File: src/hdl/brm_pkg.sv
package brm_pkg;

   localparam int MAX_PROCESSES  = 8;
   localparam int RESOURCE_TYPES = 4;
   localparam int COUNT_WIDTH    = 8;
   localparam int COUNT_MAX      = (1 << COUNT_WIDTH) - 1;

   localparam int PID_W  = (MAX_PROCESSES > 1) ? $clog2(MAX_PROCESSES) : 1;
   localparam int PCNT_W = $clog2(MAX_PROCESSES + 1);
   localparam int WORK_W = COUNT_WIDTH + PCNT_W;

   // item kinds
   localparam logic [2:0] KIND_CLAIM   = 3'd0;
   localparam logic [2:0] KIND_REQUEST = 3'd1;
   localparam logic [2:0] KIND_RELEASE = 3'd2;
   localparam logic [2:0] KIND_END     = 3'd3;
   localparam logic [2:0] KIND_DETECT  = 3'd4;

   // result status
   localparam logic [1:0] ST_OK   = 2'd0;
   localparam logic [1:0] ST_WAIT = 2'd1;
   localparam logic [1:0] ST_ERR  = 2'd2;

   // register indexes
   localparam logic [2:0] CSR_AVOID  = 3'd0;
   localparam logic [2:0] CSR_PROCS  = 3'd1;
   localparam logic [2:0] CSR_TYPES  = 3'd2;
   localparam logic [2:0] CSR_EXIST0 = 3'd3;

   typedef logic [COUNT_WIDTH-1:0] count_type;
   typedef logic [RESOURCE_TYPES-1:0][COUNT_WIDTH-1:0] count_vec_type;

   typedef struct packed {
      count_vec_type held;
      count_vec_type claim;
      count_vec_type pend;
   } row_type;

   typedef struct packed {
      logic [2:0] kind;
      logic [2:0] proc_id;
      logic [7:0] amount_0;
      logic [7:0] amount_1;
      logic [7:0] amount_2;
      logic [7:0] amount_3;
   } req_type;

   typedef struct packed {
      logic [1:0] status;
      logic [3:0] stuck_count;
   } rsp_type;

   typedef struct packed {
      logic                                avoidance_on;
      logic [3:0]                          active_processes;
      logic [2:0]                          active_types;
      logic [RESOURCE_TYPES-1:0][7:0]      existing;
   } cfg_type;

   typedef struct packed {
      logic             rd_en;
      logic [PID_W-1:0] rd_addr;
      logic             wr_en;
      logic [PID_W-1:0] wr_addr;
      row_type          wr_data;
   } mem_req_type;

   // clamp an 8-bit field to the count range
   function automatic count_type sat_amt(input logic [7:0] a);
      if (int'(a) > COUNT_MAX) return count_type'(COUNT_MAX);
      return count_type'(a);
   endfunction

   // saturating add of two counts
   function automatic count_type sat_add(input count_type a, input count_type b);
      logic [COUNT_WIDTH:0] s;
      s = {1'b0, a} + {1'b0, b};
      if (s[COUNT_WIDTH]) return '1;
      return s[COUNT_WIDTH-1:0];
   endfunction

endpackage

File: src/hdl/bankers_resource_manager.sv
// Banker's algorithm resource manager. Each request word (claim, request,
// release, process end or deadlock detection) yields one response word with a
// status (done, wait and retry, error) and, for detection, the count of
// deadlocked processes. Per-process held, claim and pending vectors live in a
// row memory with registered reads; a safety check or detection adds a walk
// over the rows: one row per cycle, passes repeated while rows keep
// finishing. One word is worked at a time; the next is taken while a
// response waits. Write configuration only while the block is idle; writing
// an existing count also reloads that type's available units.
module bankers_resource_manager import brm_pkg::*; (
   input  logic       clock,
   input  logic       reset,
   input  logic       req_valid,
   output logic       req_ready,
   input  req_type    req_data,
   output logic       rsp_valid,
   input  logic       rsp_ready,
   output rsp_type    rsp_data,
   input  logic       csr_we,
   input  logic [2:0] csr_index,
   input  logic [7:0] csr_wdata
);

   cfg_type                   cfg_ff;
   logic [RESOURCE_TYPES-1:0] load_ff;
   mem_req_type               mreq;
   row_type                   mem_rdata;

   // configuration registers
   always_ff @(posedge clock) begin
      if (reset) begin
         cfg_ff.avoidance_on     <= 1'b0;
         cfg_ff.active_processes <= 4'd8;
         cfg_ff.active_types     <= 3'd4;
         cfg_ff.existing         <= '0;
         load_ff                 <= '0;
      end else begin
         load_ff <= '0;
         if (csr_we) begin
            if (csr_index == CSR_AVOID) cfg_ff.avoidance_on <= csr_wdata[0];
            if (csr_index == CSR_PROCS) cfg_ff.active_processes <= csr_wdata[3:0];
            if (csr_index == CSR_TYPES) cfg_ff.active_types <= csr_wdata[2:0];
            for (int k = 0; k < RESOURCE_TYPES; k++) begin
               if (csr_index == CSR_EXIST0 + 3'(k)) begin
                  cfg_ff.existing[k] <= csr_wdata;
                  load_ff[k]         <= 1'b1;
               end
            end
         end
      end
   end

   brm_ctrl u_ctrl (
      .clock      (clock),
      .reset      (reset),
      .cfg        (cfg_ff),
      .avail_load (load_ff),
      .req_valid  (req_valid),
      .req_ready  (req_ready),
      .req_data   (req_data),
      .rsp_valid  (rsp_valid),
      .rsp_ready  (rsp_ready),
      .rsp_data   (rsp_data),
      .mreq       (mreq),
      .mem_rdata  (mem_rdata)
   );

   brm_row_mem u_mem (
      .clock (clock),
      .reset (reset),
      .mreq  (mreq),
      .rdata (mem_rdata)
   );

endmodule

File: src/hdl/brm_row_mem.sv
module brm_row_mem import brm_pkg::*; (
   input  logic        clock,
   input  logic        reset,
   input  mem_req_type mreq,
   output row_type     rdata
);

   row_type                  mem [MAX_PROCESSES];
   logic [MAX_PROCESSES-1:0] valid_ff;
   row_type                  raw_ff;
   logic                     rvld_ff;

   // write and read the row store
   always_ff @(posedge clock) begin
      if (mreq.wr_en) begin
         mem[mreq.wr_addr] <= mreq.wr_data;
      end
      if (mreq.rd_en) begin
         raw_ff <= mem[mreq.rd_addr];
      end
   end

   // track rows written since reset; others read as zero
   always_ff @(posedge clock) begin
      if (reset) begin
         valid_ff <= '0;
         rvld_ff  <= 1'b0;
      end else begin
         if (mreq.wr_en) valid_ff[mreq.wr_addr] <= 1'b1;
         if (mreq.rd_en) rvld_ff <= valid_ff[mreq.rd_addr];
      end
   end

   assign rdata = rvld_ff ? raw_ff : '0;

endmodule

File: src/hdl/brm_ctrl.sv
module brm_ctrl import brm_pkg::*; (
   input  logic                      clock,
   input  logic                      reset,
   input  cfg_type                   cfg,
   input  logic [RESOURCE_TYPES-1:0] avail_load,
   input  logic                      req_valid,
   output logic                      req_ready,
   input  req_type                   req_data,
   output logic                      rsp_valid,
   input  logic                      rsp_ready,
   output rsp_type                   rsp_data,
   output mem_req_type               mreq,
   input  row_type                   mem_rdata
);

   typedef enum logic [2:0] {IDLE, EXEC, SCAN, COMMIT, FINISH} state_type;

   state_type                   state_ff;
   logic [2:0]                  kind_ff;
   logic [2:0]                  pid_ff;
   count_vec_type               amt_ff;
   count_vec_type               avail_ff;
   count_vec_type               avail_new_ff;
   row_type                     row_new_ff;
   row_type                     row_keep_ff;
   logic [1:0]                  status_ff;
   logic                        safety_ff;
   logic [RESOURCE_TYPES-1:0][WORK_W-1:0] work_ff;
   logic [MAX_PROCESSES-1:0]    done_ff;
   logic [PCNT_W-1:0]           left_ff;
   logic [PCNT_W-1:0]           rd_idx_ff;
   logic                        ev_vld_ff;
   logic [PID_W-1:0]            ev_idx_ff;
   logic                        prog_ff;
   logic                        rsp_valid_ff;
   rsp_type                     rsp_data_ff;

   logic [PCNT_W-1:0]           n_c;
   logic [RESOURCE_TYPES-1:0]   tmask_c;
   count_vec_type               req_amt_c;

   row_type                     row_new_c;
   row_type                     row_keep_c;
   count_vec_type               avail_new_c;
   logic [1:0]                  status_c;
   logic                        scan_c;
   logic                        safety_c;
   logic                        over_claim_c;
   logic                        over_avail_c;
   logic                        over_exist_c;
   logic                        rel_bad_c;

   row_type                     ev_row_c;
   count_vec_type               need_c;
   logic                        fits_c;
   logic                        last_c;
   logic                        scan_rd_c;
   logic [RESOURCE_TYPES-1:0][WORK_W-1:0] work_add_c;
   logic                        unsafe_c;

   // effective process count and type mask
   always_comb begin
      if (int'(cfg.active_processes) > MAX_PROCESSES) n_c = PCNT_W'(MAX_PROCESSES);
      else n_c = PCNT_W'(cfg.active_processes);
      for (int k = 0; k < RESOURCE_TYPES; k++) begin
         tmask_c[k] = int'(cfg.active_types) > k;
      end
   end

   // clamp incoming amounts
   always_comb begin
      logic [3:0][7:0] a;
      a = {req_data.amount_3, req_data.amount_2, req_data.amount_1, req_data.amount_0};
      for (int k = 0; k < RESOURCE_TYPES; k++) begin
         req_amt_c[k] = sat_amt(a[k]);
      end
   end

   // decide the item from the row of its process
   always_comb begin
      row_new_c    = mem_rdata;
      row_keep_c   = mem_rdata;
      avail_new_c  = avail_ff;
      status_c     = ST_OK;
      scan_c       = 1'b0;
      safety_c     = 1'b0;
      over_claim_c = 1'b0;
      over_avail_c = 1'b0;
      over_exist_c = 1'b0;
      rel_bad_c    = 1'b0;
      for (int k = 0; k < RESOURCE_TYPES; k++) begin
         if (tmask_c[k]) begin
            if (17'(amt_ff[k]) > 17'(cfg.existing[k])) over_exist_c = 1'b1;
            if (amt_ff[k] > mem_rdata.claim[k]) over_claim_c = 1'b1;
            if (amt_ff[k] > avail_ff[k]) over_avail_c = 1'b1;
            if (mem_rdata.held[k] < amt_ff[k]) rel_bad_c = 1'b1;
            if (17'(avail_ff[k]) + 17'(amt_ff[k]) > 17'(cfg.existing[k])) rel_bad_c = 1'b1;
         end
      end
      priority if (kind_ff == KIND_DETECT) begin
         scan_c = 1'b1;
      end else if (kind_ff > KIND_DETECT || PCNT_W'(pid_ff) >= n_c) begin
         status_c = ST_ERR;
      end else begin
         unique case (kind_ff)
            KIND_CLAIM: begin
               if (!cfg.avoidance_on || over_exist_c) begin
                  status_c = ST_ERR;
               end else begin
                  for (int k = 0; k < RESOURCE_TYPES; k++)
                     if (tmask_c[k]) row_new_c.claim[k] = amt_ff[k];
               end
            end
            KIND_REQUEST: begin
               for (int k = 0; k < RESOURCE_TYPES; k++)
                  if (tmask_c[k]) row_keep_c.pend[k] = amt_ff[k];
               if (cfg.avoidance_on && over_claim_c) begin
                  status_c = ST_ERR;
                  for (int k = 0; k < RESOURCE_TYPES; k++)
                     if (tmask_c[k]) row_new_c.pend[k] = '0;
               end else if (over_avail_c) begin
                  status_c  = ST_WAIT;
                  row_new_c = row_keep_c;
               end else begin
                  for (int k = 0; k < RESOURCE_TYPES; k++) begin
                     if (tmask_c[k]) begin
                        avail_new_c[k]   = avail_ff[k] - amt_ff[k];
                        row_new_c.held[k] = sat_add(mem_rdata.held[k], amt_ff[k]);
                        row_new_c.pend[k] = '0;
                        if (cfg.avoidance_on)
                           row_new_c.claim[k] = mem_rdata.claim[k] - amt_ff[k];
                     end
                  end
                  scan_c   = cfg.avoidance_on;
                  safety_c = cfg.avoidance_on;
               end
            end
            KIND_RELEASE: begin
               if (rel_bad_c) begin
                  status_c = ST_ERR;
               end else begin
                  for (int k = 0; k < RESOURCE_TYPES; k++) begin
                     if (tmask_c[k]) begin
                        row_new_c.held[k] = mem_rdata.held[k] - amt_ff[k];
                        avail_new_c[k]    = sat_add(avail_ff[k], amt_ff[k]);
                        if (cfg.avoidance_on)
                           row_new_c.claim[k] = sat_add(mem_rdata.claim[k], amt_ff[k]);
                     end
                  end
               end
            end
            KIND_END: begin
               for (int k = 0; k < RESOURCE_TYPES; k++) begin
                  if (tmask_c[k]) begin
                     row_new_c.claim[k] = '0;
                     row_new_c.pend[k]  = '0;
                     row_new_c.held[k]  = '0;
                     avail_new_c[k]     = sat_add(avail_ff[k], mem_rdata.held[k]);
                  end
               end
            end
            default: status_c = ST_ERR;
         endcase
      end
   end

   // evaluate one row of the walk
   always_comb begin
      ev_row_c = (ev_idx_ff == pid_ff[PID_W-1:0]) ? row_new_ff : mem_rdata;
      need_c   = safety_ff ? ev_row_c.claim : ev_row_c.pend;
      fits_c   = ev_vld_ff && !done_ff[ev_idx_ff];
      for (int k = 0; k < RESOURCE_TYPES; k++) begin
         if (tmask_c[k] && WORK_W'(need_c[k]) > work_ff[k]) fits_c = 1'b0;
         work_add_c[k] = work_ff[k] + WORK_W'(ev_row_c.held[k]);
      end
      last_c    = ev_vld_ff && (PCNT_W'(ev_idx_ff) == n_c - PCNT_W'(1));
      scan_rd_c = (state_ff == SCAN) && (rd_idx_ff < n_c);
      unsafe_c  = safety_ff && (left_ff != '0);
   end

   // row store port
   always_comb begin
      mreq.rd_en   = (state_ff == IDLE && req_valid) || scan_rd_c;
      mreq.rd_addr = (state_ff == IDLE) ? req_data.proc_id[PID_W-1:0]
                                        : rd_idx_ff[PID_W-1:0];
      mreq.wr_en   = (state_ff == COMMIT);
      mreq.wr_addr = pid_ff[PID_W-1:0];
      mreq.wr_data = unsafe_c ? row_keep_ff : row_new_ff;
   end

   // sequencer
   always_ff @(posedge clock) begin
      if (reset) begin
         state_ff     <= IDLE;
         avail_ff     <= '0;
         rsp_valid_ff <= 1'b0;
         ev_vld_ff    <= 1'b0;
      end else begin
         if (rsp_valid_ff && rsp_ready && state_ff != FINISH) rsp_valid_ff <= 1'b0;
         for (int k = 0; k < RESOURCE_TYPES; k++)
            if (avail_load[k]) avail_ff[k] <= sat_amt(cfg.existing[k]);
         unique case (state_ff)
            IDLE: begin
               if (req_valid) begin
                  kind_ff  <= req_data.kind;
                  pid_ff   <= req_data.proc_id;
                  amt_ff   <= req_amt_c;
                  state_ff <= EXEC;
               end
            end
            EXEC: begin
               row_new_ff   <= row_new_c;
               row_keep_ff  <= row_keep_c;
               avail_new_ff <= avail_new_c;
               status_ff    <= status_c;
               safety_ff    <= safety_c;
               if (scan_c && n_c != '0) begin
                  for (int k = 0; k < RESOURCE_TYPES; k++)
                     work_ff[k] <= WORK_W'(safety_c ? avail_new_c[k] : avail_ff[k]);
                  done_ff   <= '0;
                  left_ff   <= n_c;
                  rd_idx_ff <= '0;
                  prog_ff   <= 1'b0;
                  ev_vld_ff <= 1'b0;
                  state_ff  <= SCAN;
               end else begin
                  left_ff  <= '0;
                  state_ff <= COMMIT;
               end
            end
            SCAN: begin
               ev_vld_ff <= scan_rd_c;
               ev_idx_ff <= rd_idx_ff[PID_W-1:0];
               if (scan_rd_c) rd_idx_ff <= rd_idx_ff + PCNT_W'(1);
               if (fits_c) begin
                  work_ff            <= work_add_c;
                  done_ff[ev_idx_ff] <= 1'b1;
                  left_ff            <= left_ff - PCNT_W'(1);
               end
               // start another pass while rows keep finishing
               if (last_c) begin
                  if (prog_ff || fits_c) begin
                     rd_idx_ff <= '0;
                     prog_ff   <= 1'b0;
                  end else begin
                     state_ff <= COMMIT;
                  end
               end else if (fits_c) begin
                  prog_ff <= 1'b1;
               end
            end
            COMMIT: begin
               if (unsafe_c) begin
                  status_ff <= ST_WAIT;
               end else begin
                  avail_ff <= avail_new_ff;
               end
               state_ff <= FINISH;
            end
            FINISH: begin
               if (!rsp_valid_ff || rsp_ready) begin
                  rsp_valid_ff            <= 1'b1;
                  rsp_data_ff.status      <= status_ff;
                  rsp_data_ff.stuck_count <= safety_ff ? 4'd0 : 4'(left_ff);
                  state_ff                <= IDLE;
               end
            end
            default: state_ff <= IDLE;
         endcase
      end
   end

   assign req_ready = (state_ff == IDLE);
   assign rsp_valid = rsp_valid_ff;
   assign rsp_data  = rsp_data_ff;

endmodule

File: config.mk
export PLATFORM = sky130hd
export DESIGN_NAME = bankers_resource_manager
export DESIGN_NICKNAME = d
export VERILOG_FILES = /design/src/hdl/brm_pkg.sv /design/src/hdl/bankers_resource_manager.sv /design/src/hdl/brm_row_mem.sv /design/src/hdl/brm_ctrl.sv
export SDC_FILE = /design/constraint.sdc
export NUM_CORES = 2
export LEC_CHECK = 0
export BUFFER_PORTS_ARGS = -buffer_cell sky130_fd_sc_hd__clkbuf_2
export CAP_MARGIN = 30
export CORE_MARGIN = 1.5
export CORE_UTILIZATION = 45
export CTS_CLUSTER_SIZE = 24
export DETAILED_ROUTE_END_ITERATION = 8
export MAX_ROUTING_LAYER = met4
export SLEW_MARGIN = 20
export SYNTH_ARGS = -nofsm -noshare
export SYNTH_HDL_FRONTEND = slang
export SYNTH_SLANG_ARGS = --single-unit
File: constraint.sdc
create_clock -name clock -period 15.6 [get_ports clock]
set_input_delay 3.12 -clock clock [delete_from_list [all_inputs] [get_ports clock]]
set_output_delay 3.12 -clock clock [all_outputs]
set_load 0.005 [all_outputs]
==> results.ini <==
[sta]
fmax_ghz = 0.149
maxSlewViolCount = 0
slew-limit-headroom_pct = 26.5
tns_ns = 0
period_share_pct = 43.0
layout_min_cycle_time_ns = 6.70
tightest_slew_ns = 1.09
hold_viol_final = 0
setup_violations = 0
clock_skew_ns = 0.0476
rsz0062_at_grt = false

[placement]
dpl.hpwl_microns = 157000
portBuffers = 61
dpl-instance-area_sq_mm = 0.0722
dp.cells = 8492
place_congestion = 1.02

[synth]
yosysSeqAreaShare_pct = 54.7
synth_commonest_cells = nand2_1, edfxtp_1, nand3_1
syn_nets = 7072
synth_ff_type = edfxtp_1
postSynthCellCount = 6624
synth_most_common_cell = nand2_1
avgSynthCellArea_sq_um = 10.5
synth.distinct_cells = 90
synth.top_cell.area_share_pct = 52.1
ys_top_cells_by_area = edfxtp_1, nand2_1, ha_1
async_reset_ff_share_pct = 0
netlist_area_sq_mm = 0.0693
synth_seq_cells = 1293
synth_area_leader_cell = edfxtp_1
yosysWarningCount = 0
synth_edf_count = 1203

[drt]
wl_microns = 237000
avgRoutedWirePerCell_microns = 27.1
drtAntennaViolNets = 0
via_count = 53500
drt_iter0_markers = 6255
drc = 0
drt-vias-per-instance = 6.11
drt-pass1-iter-count = 8

[floorplanning]
rows = 143
die_w_microns = 395
die_area_sq_mm = 0.156
core-area_sq_mm = 0.152
ioPinCount = 62
die_h_microns = 395
initial_utilization_pct = 45.4

[cells_and_area]
multi_input_area_sq_mm = 0.0291
area_delta_synth_final_pct = 11.0
seqCellArea_sq_mm = 0.0379
drive_above_1_share_pct = 9.00
nets = 7056
n_fill_cell = 13800
instances_no_fill = 8757
stdcell_area_sq_mm = 0.0769

[worst_setup_path]
critPathCaptureType = flip-flop
critPathKind = reg -> reg
slowest_delay_ns = 0.72
timing.rr.start = u_mem.rvld_ff
path_max_fanout = 61
reg2reg_slack_ns = 8.90
crit_arrival_ns = 7.09
crit_buf_inv = 5
required_ns = 15.98
path_delay_family = buffers and inverters
slowest_stage = buf_4
reg2reg_to = u_ctrl.work_ff[11]
r2r.worst_path.cells = 17
crit_chain = buf_4 > buf_4 > nand2_1 > inv_1 > mux4_2 > ha_1 > nand4_1 > o211a_1 > nand2_1 > o21ai_0 > a2111oi_0 > o21ai_0 > nor4_1 > buf_4 > nor2_1 > nor2_4 > buf_4
critPathLaunchType = flip-flop
crit_top_cell = buf_4

[power_and_ir_drop]
switching_share_pct = 35.6
p_switching_uw = 4070
p_leak_uw = 0.0288
pwr-share-seq_pct = 40.0
p_comb_share_pct = 30.5
ir_drop_mv = 0.108
power_density_mw_per_mm2 = 148
power_uw = 11400
clockPowerShare_pct = 29.5
p_int_uw = 7350

[global_route]
grtUsageMet1_pct = 42.3
grtUsageTotal_pct = 30.7
grt_use_met2_pct = 44.4
grt_pass1_vias = 50500
grt_use_met3_pct = 5.92
grt_max_degree = 183
grt.busiest_layer = met2
grt_pass1_wl_microns = 345000
antenna_found_initial = 7
grt_overflow = 0

[worst_hold_path]
min_from = u_ctrl.status_ff[0]
hold_path_end = u_ctrl.rsp_data[4]
hp-class = reg -> reg
min_path_cells = 0

[clock_network]
cts_made_buffers = 143
cts_resized = 0
htreeDepth = 4
cts.sinks = 1293
root_buffer = clkbuf_16
cts_tree = yes
clock_latency_ns = 0.79
post_cts_buffers = 0
clk_pin_slew_worst_paths_ns = 0.06
hold_buffers = 0
cts_buffer_depth = 3

[status]
status = complete, no violations

[job]
cap_viol_max_count = 0

==> worst register-to-register path: stages (launching register included) <==
cell,delay (ns)
dfxtp_4,0.33
buf_4,0.54
buf_4,0.75
nand2_1,0.41
inv_1,0.29
mux4_2,0.31
ha_1,0.15
nand4_1,0.09
o211a_1,0.26
nand2_1,0.28
o21ai_0,0.36
a2111oi_0,0.57
o21ai_0,0.40
nor4_1,0.29
buf_4,0.22
nor2_1,0.10
nor2_4,0.14
buf_4,0.72
==> state kept, by name (all words and copies together) (netlist names), 2 cells and up <==
register	count
u_mem.mem	768
u_ctrl.row_keep_ff	96
u_ctrl.row_new_ff	96
u_mem.raw_ff	96
u_ctrl.work_ff	48
cfg_ff	40
u_ctrl.amt_ff	32
u_ctrl.avail_ff	32
u_ctrl.avail_new_ff	32
u_ctrl.done_ff	8
u_mem.valid_ff	8
u_ctrl.rsp_data	6
load_ff	4
u_ctrl.left_ff	4
u_ctrl.rd_idx_ff	4
u_ctrl.ev_idx_ff	3
u_ctrl.kind_ff	3
u_ctrl.pid_ff	3
u_ctrl.state_ff	3
u_ctrl.status_ff	2
==> worst max-delay path by stage <==
stage	from	end	slack, ns	cells after the start
6_report	u_mem.rvld_ff	u_ctrl.work_ff[11]	8.90	17
4_1_cts	u_mem.rvld_ff	u_ctrl.work_ff[35]	9.08	17
3_3_place_gp	u_mem.rvld_ff	u_ctrl.work_ff[3]	9.11	17
2_1_floorplan	reset	u_ctrl.avail_new_ff[0]	1.72	4
5_1_grt	u_mem.rvld_ff	u_ctrl.work_ff[5]	8.72	17
3_5_place_dp	u_mem.rvld_ff	u_ctrl.work_ff[2]	9.09	17
==> through the flow <==
stage	utilization (%)	setup slack, ns	hold WS (ns)
after global placement	47.3	9.11	0.419
after floorplan	-	1.72	0.400
after global routing	50.4	8.72	0.457
after detailed placement	47.4	9.09	0.425
final	50.4	8.90	0.444
after CTS	50.4	9.08	0.440
==> cell families (layout without fill, tap and decap cells) <==
group / Yosys count / after routing / share of synthesized area (%)
adders and majority gates: 394 / 394 / 7.46
AOI/OAI and AO/OA: 1373 / 1373 / 12.6
buffers and inverters: 654 / 751 / 3.59
and+or+nand+nor: 2537 / 2537 / 16.1
muxes: 196 / 196 / 3.27
xor gates and xnor gates: 177 / 177 / 2.24
DFF: 1293 / 1293 / 54.7
other: 0 / 6 / 0
==> power groups by stage <==
stage	clock, uW	combinational, uW	sequential (uW)
after floorplan	0	2330	4540
after global placement	0	3390	4630
after detailed placement	0	3430	4630
after CTS	3420	3440	4560
after global routing	3560	3810	4580
final	3370	3480	4570
==> final cells by class <==
| cell class | instances | share of cell area, % |
|---|---|---|
| well taps | 2030 | 3.30 |
| clock buffers | 178 | 5.00 |
| multi-input cells | 4677 | 37.9 |
| flip-flops and latches | 1293 | 49.3 |
| clock inverters | 80 | 1.06 |
| repair buffers | 205 | 1.99 |
| diodes | 6 | 0.0195 |
| inverters | 288 | 1.41 |
==> placed cells by master (no fill, tap or decap), types with 25 or more instances in the layout <==
cell type	n
a211oi_1	86
a21o_1	52
a21oi_1	337
a22oi_1	45
a31oi_1	47
and2_1	32
buf_4	133
clkbuf_1	26
clkbuf_16	147
clkbuf_2	60
clkinv_1	30
dfxtp_1	88
edfxtp_1	1203
fa_1	32
ha_1	362
inv_1	287
mux2_2	110
mux2i_1	67
nand2_1	1268
nand2b_1	56
nand3_1	532
nand4_1	42
nor2_1	356
nor2b_1	42
nor3_1	67
o211ai_1	42
o21a_1	42
o21ai_0	353
o21bai_1	47
o22ai_1	60
o31ai_1	27
or3_1	25
xnor2_1	130
xor2_1	47
==> per-layer routing <==
layer,part of all wire [%],up-vias,wire length [microns]
met1,43,26200,102000
met4,4.5,0,10700
met2,43,2689,102000
met5,0,-,0
met3,9.4,545,22300
li1,-,24100,-
Power figures use the tool's default switching activity.
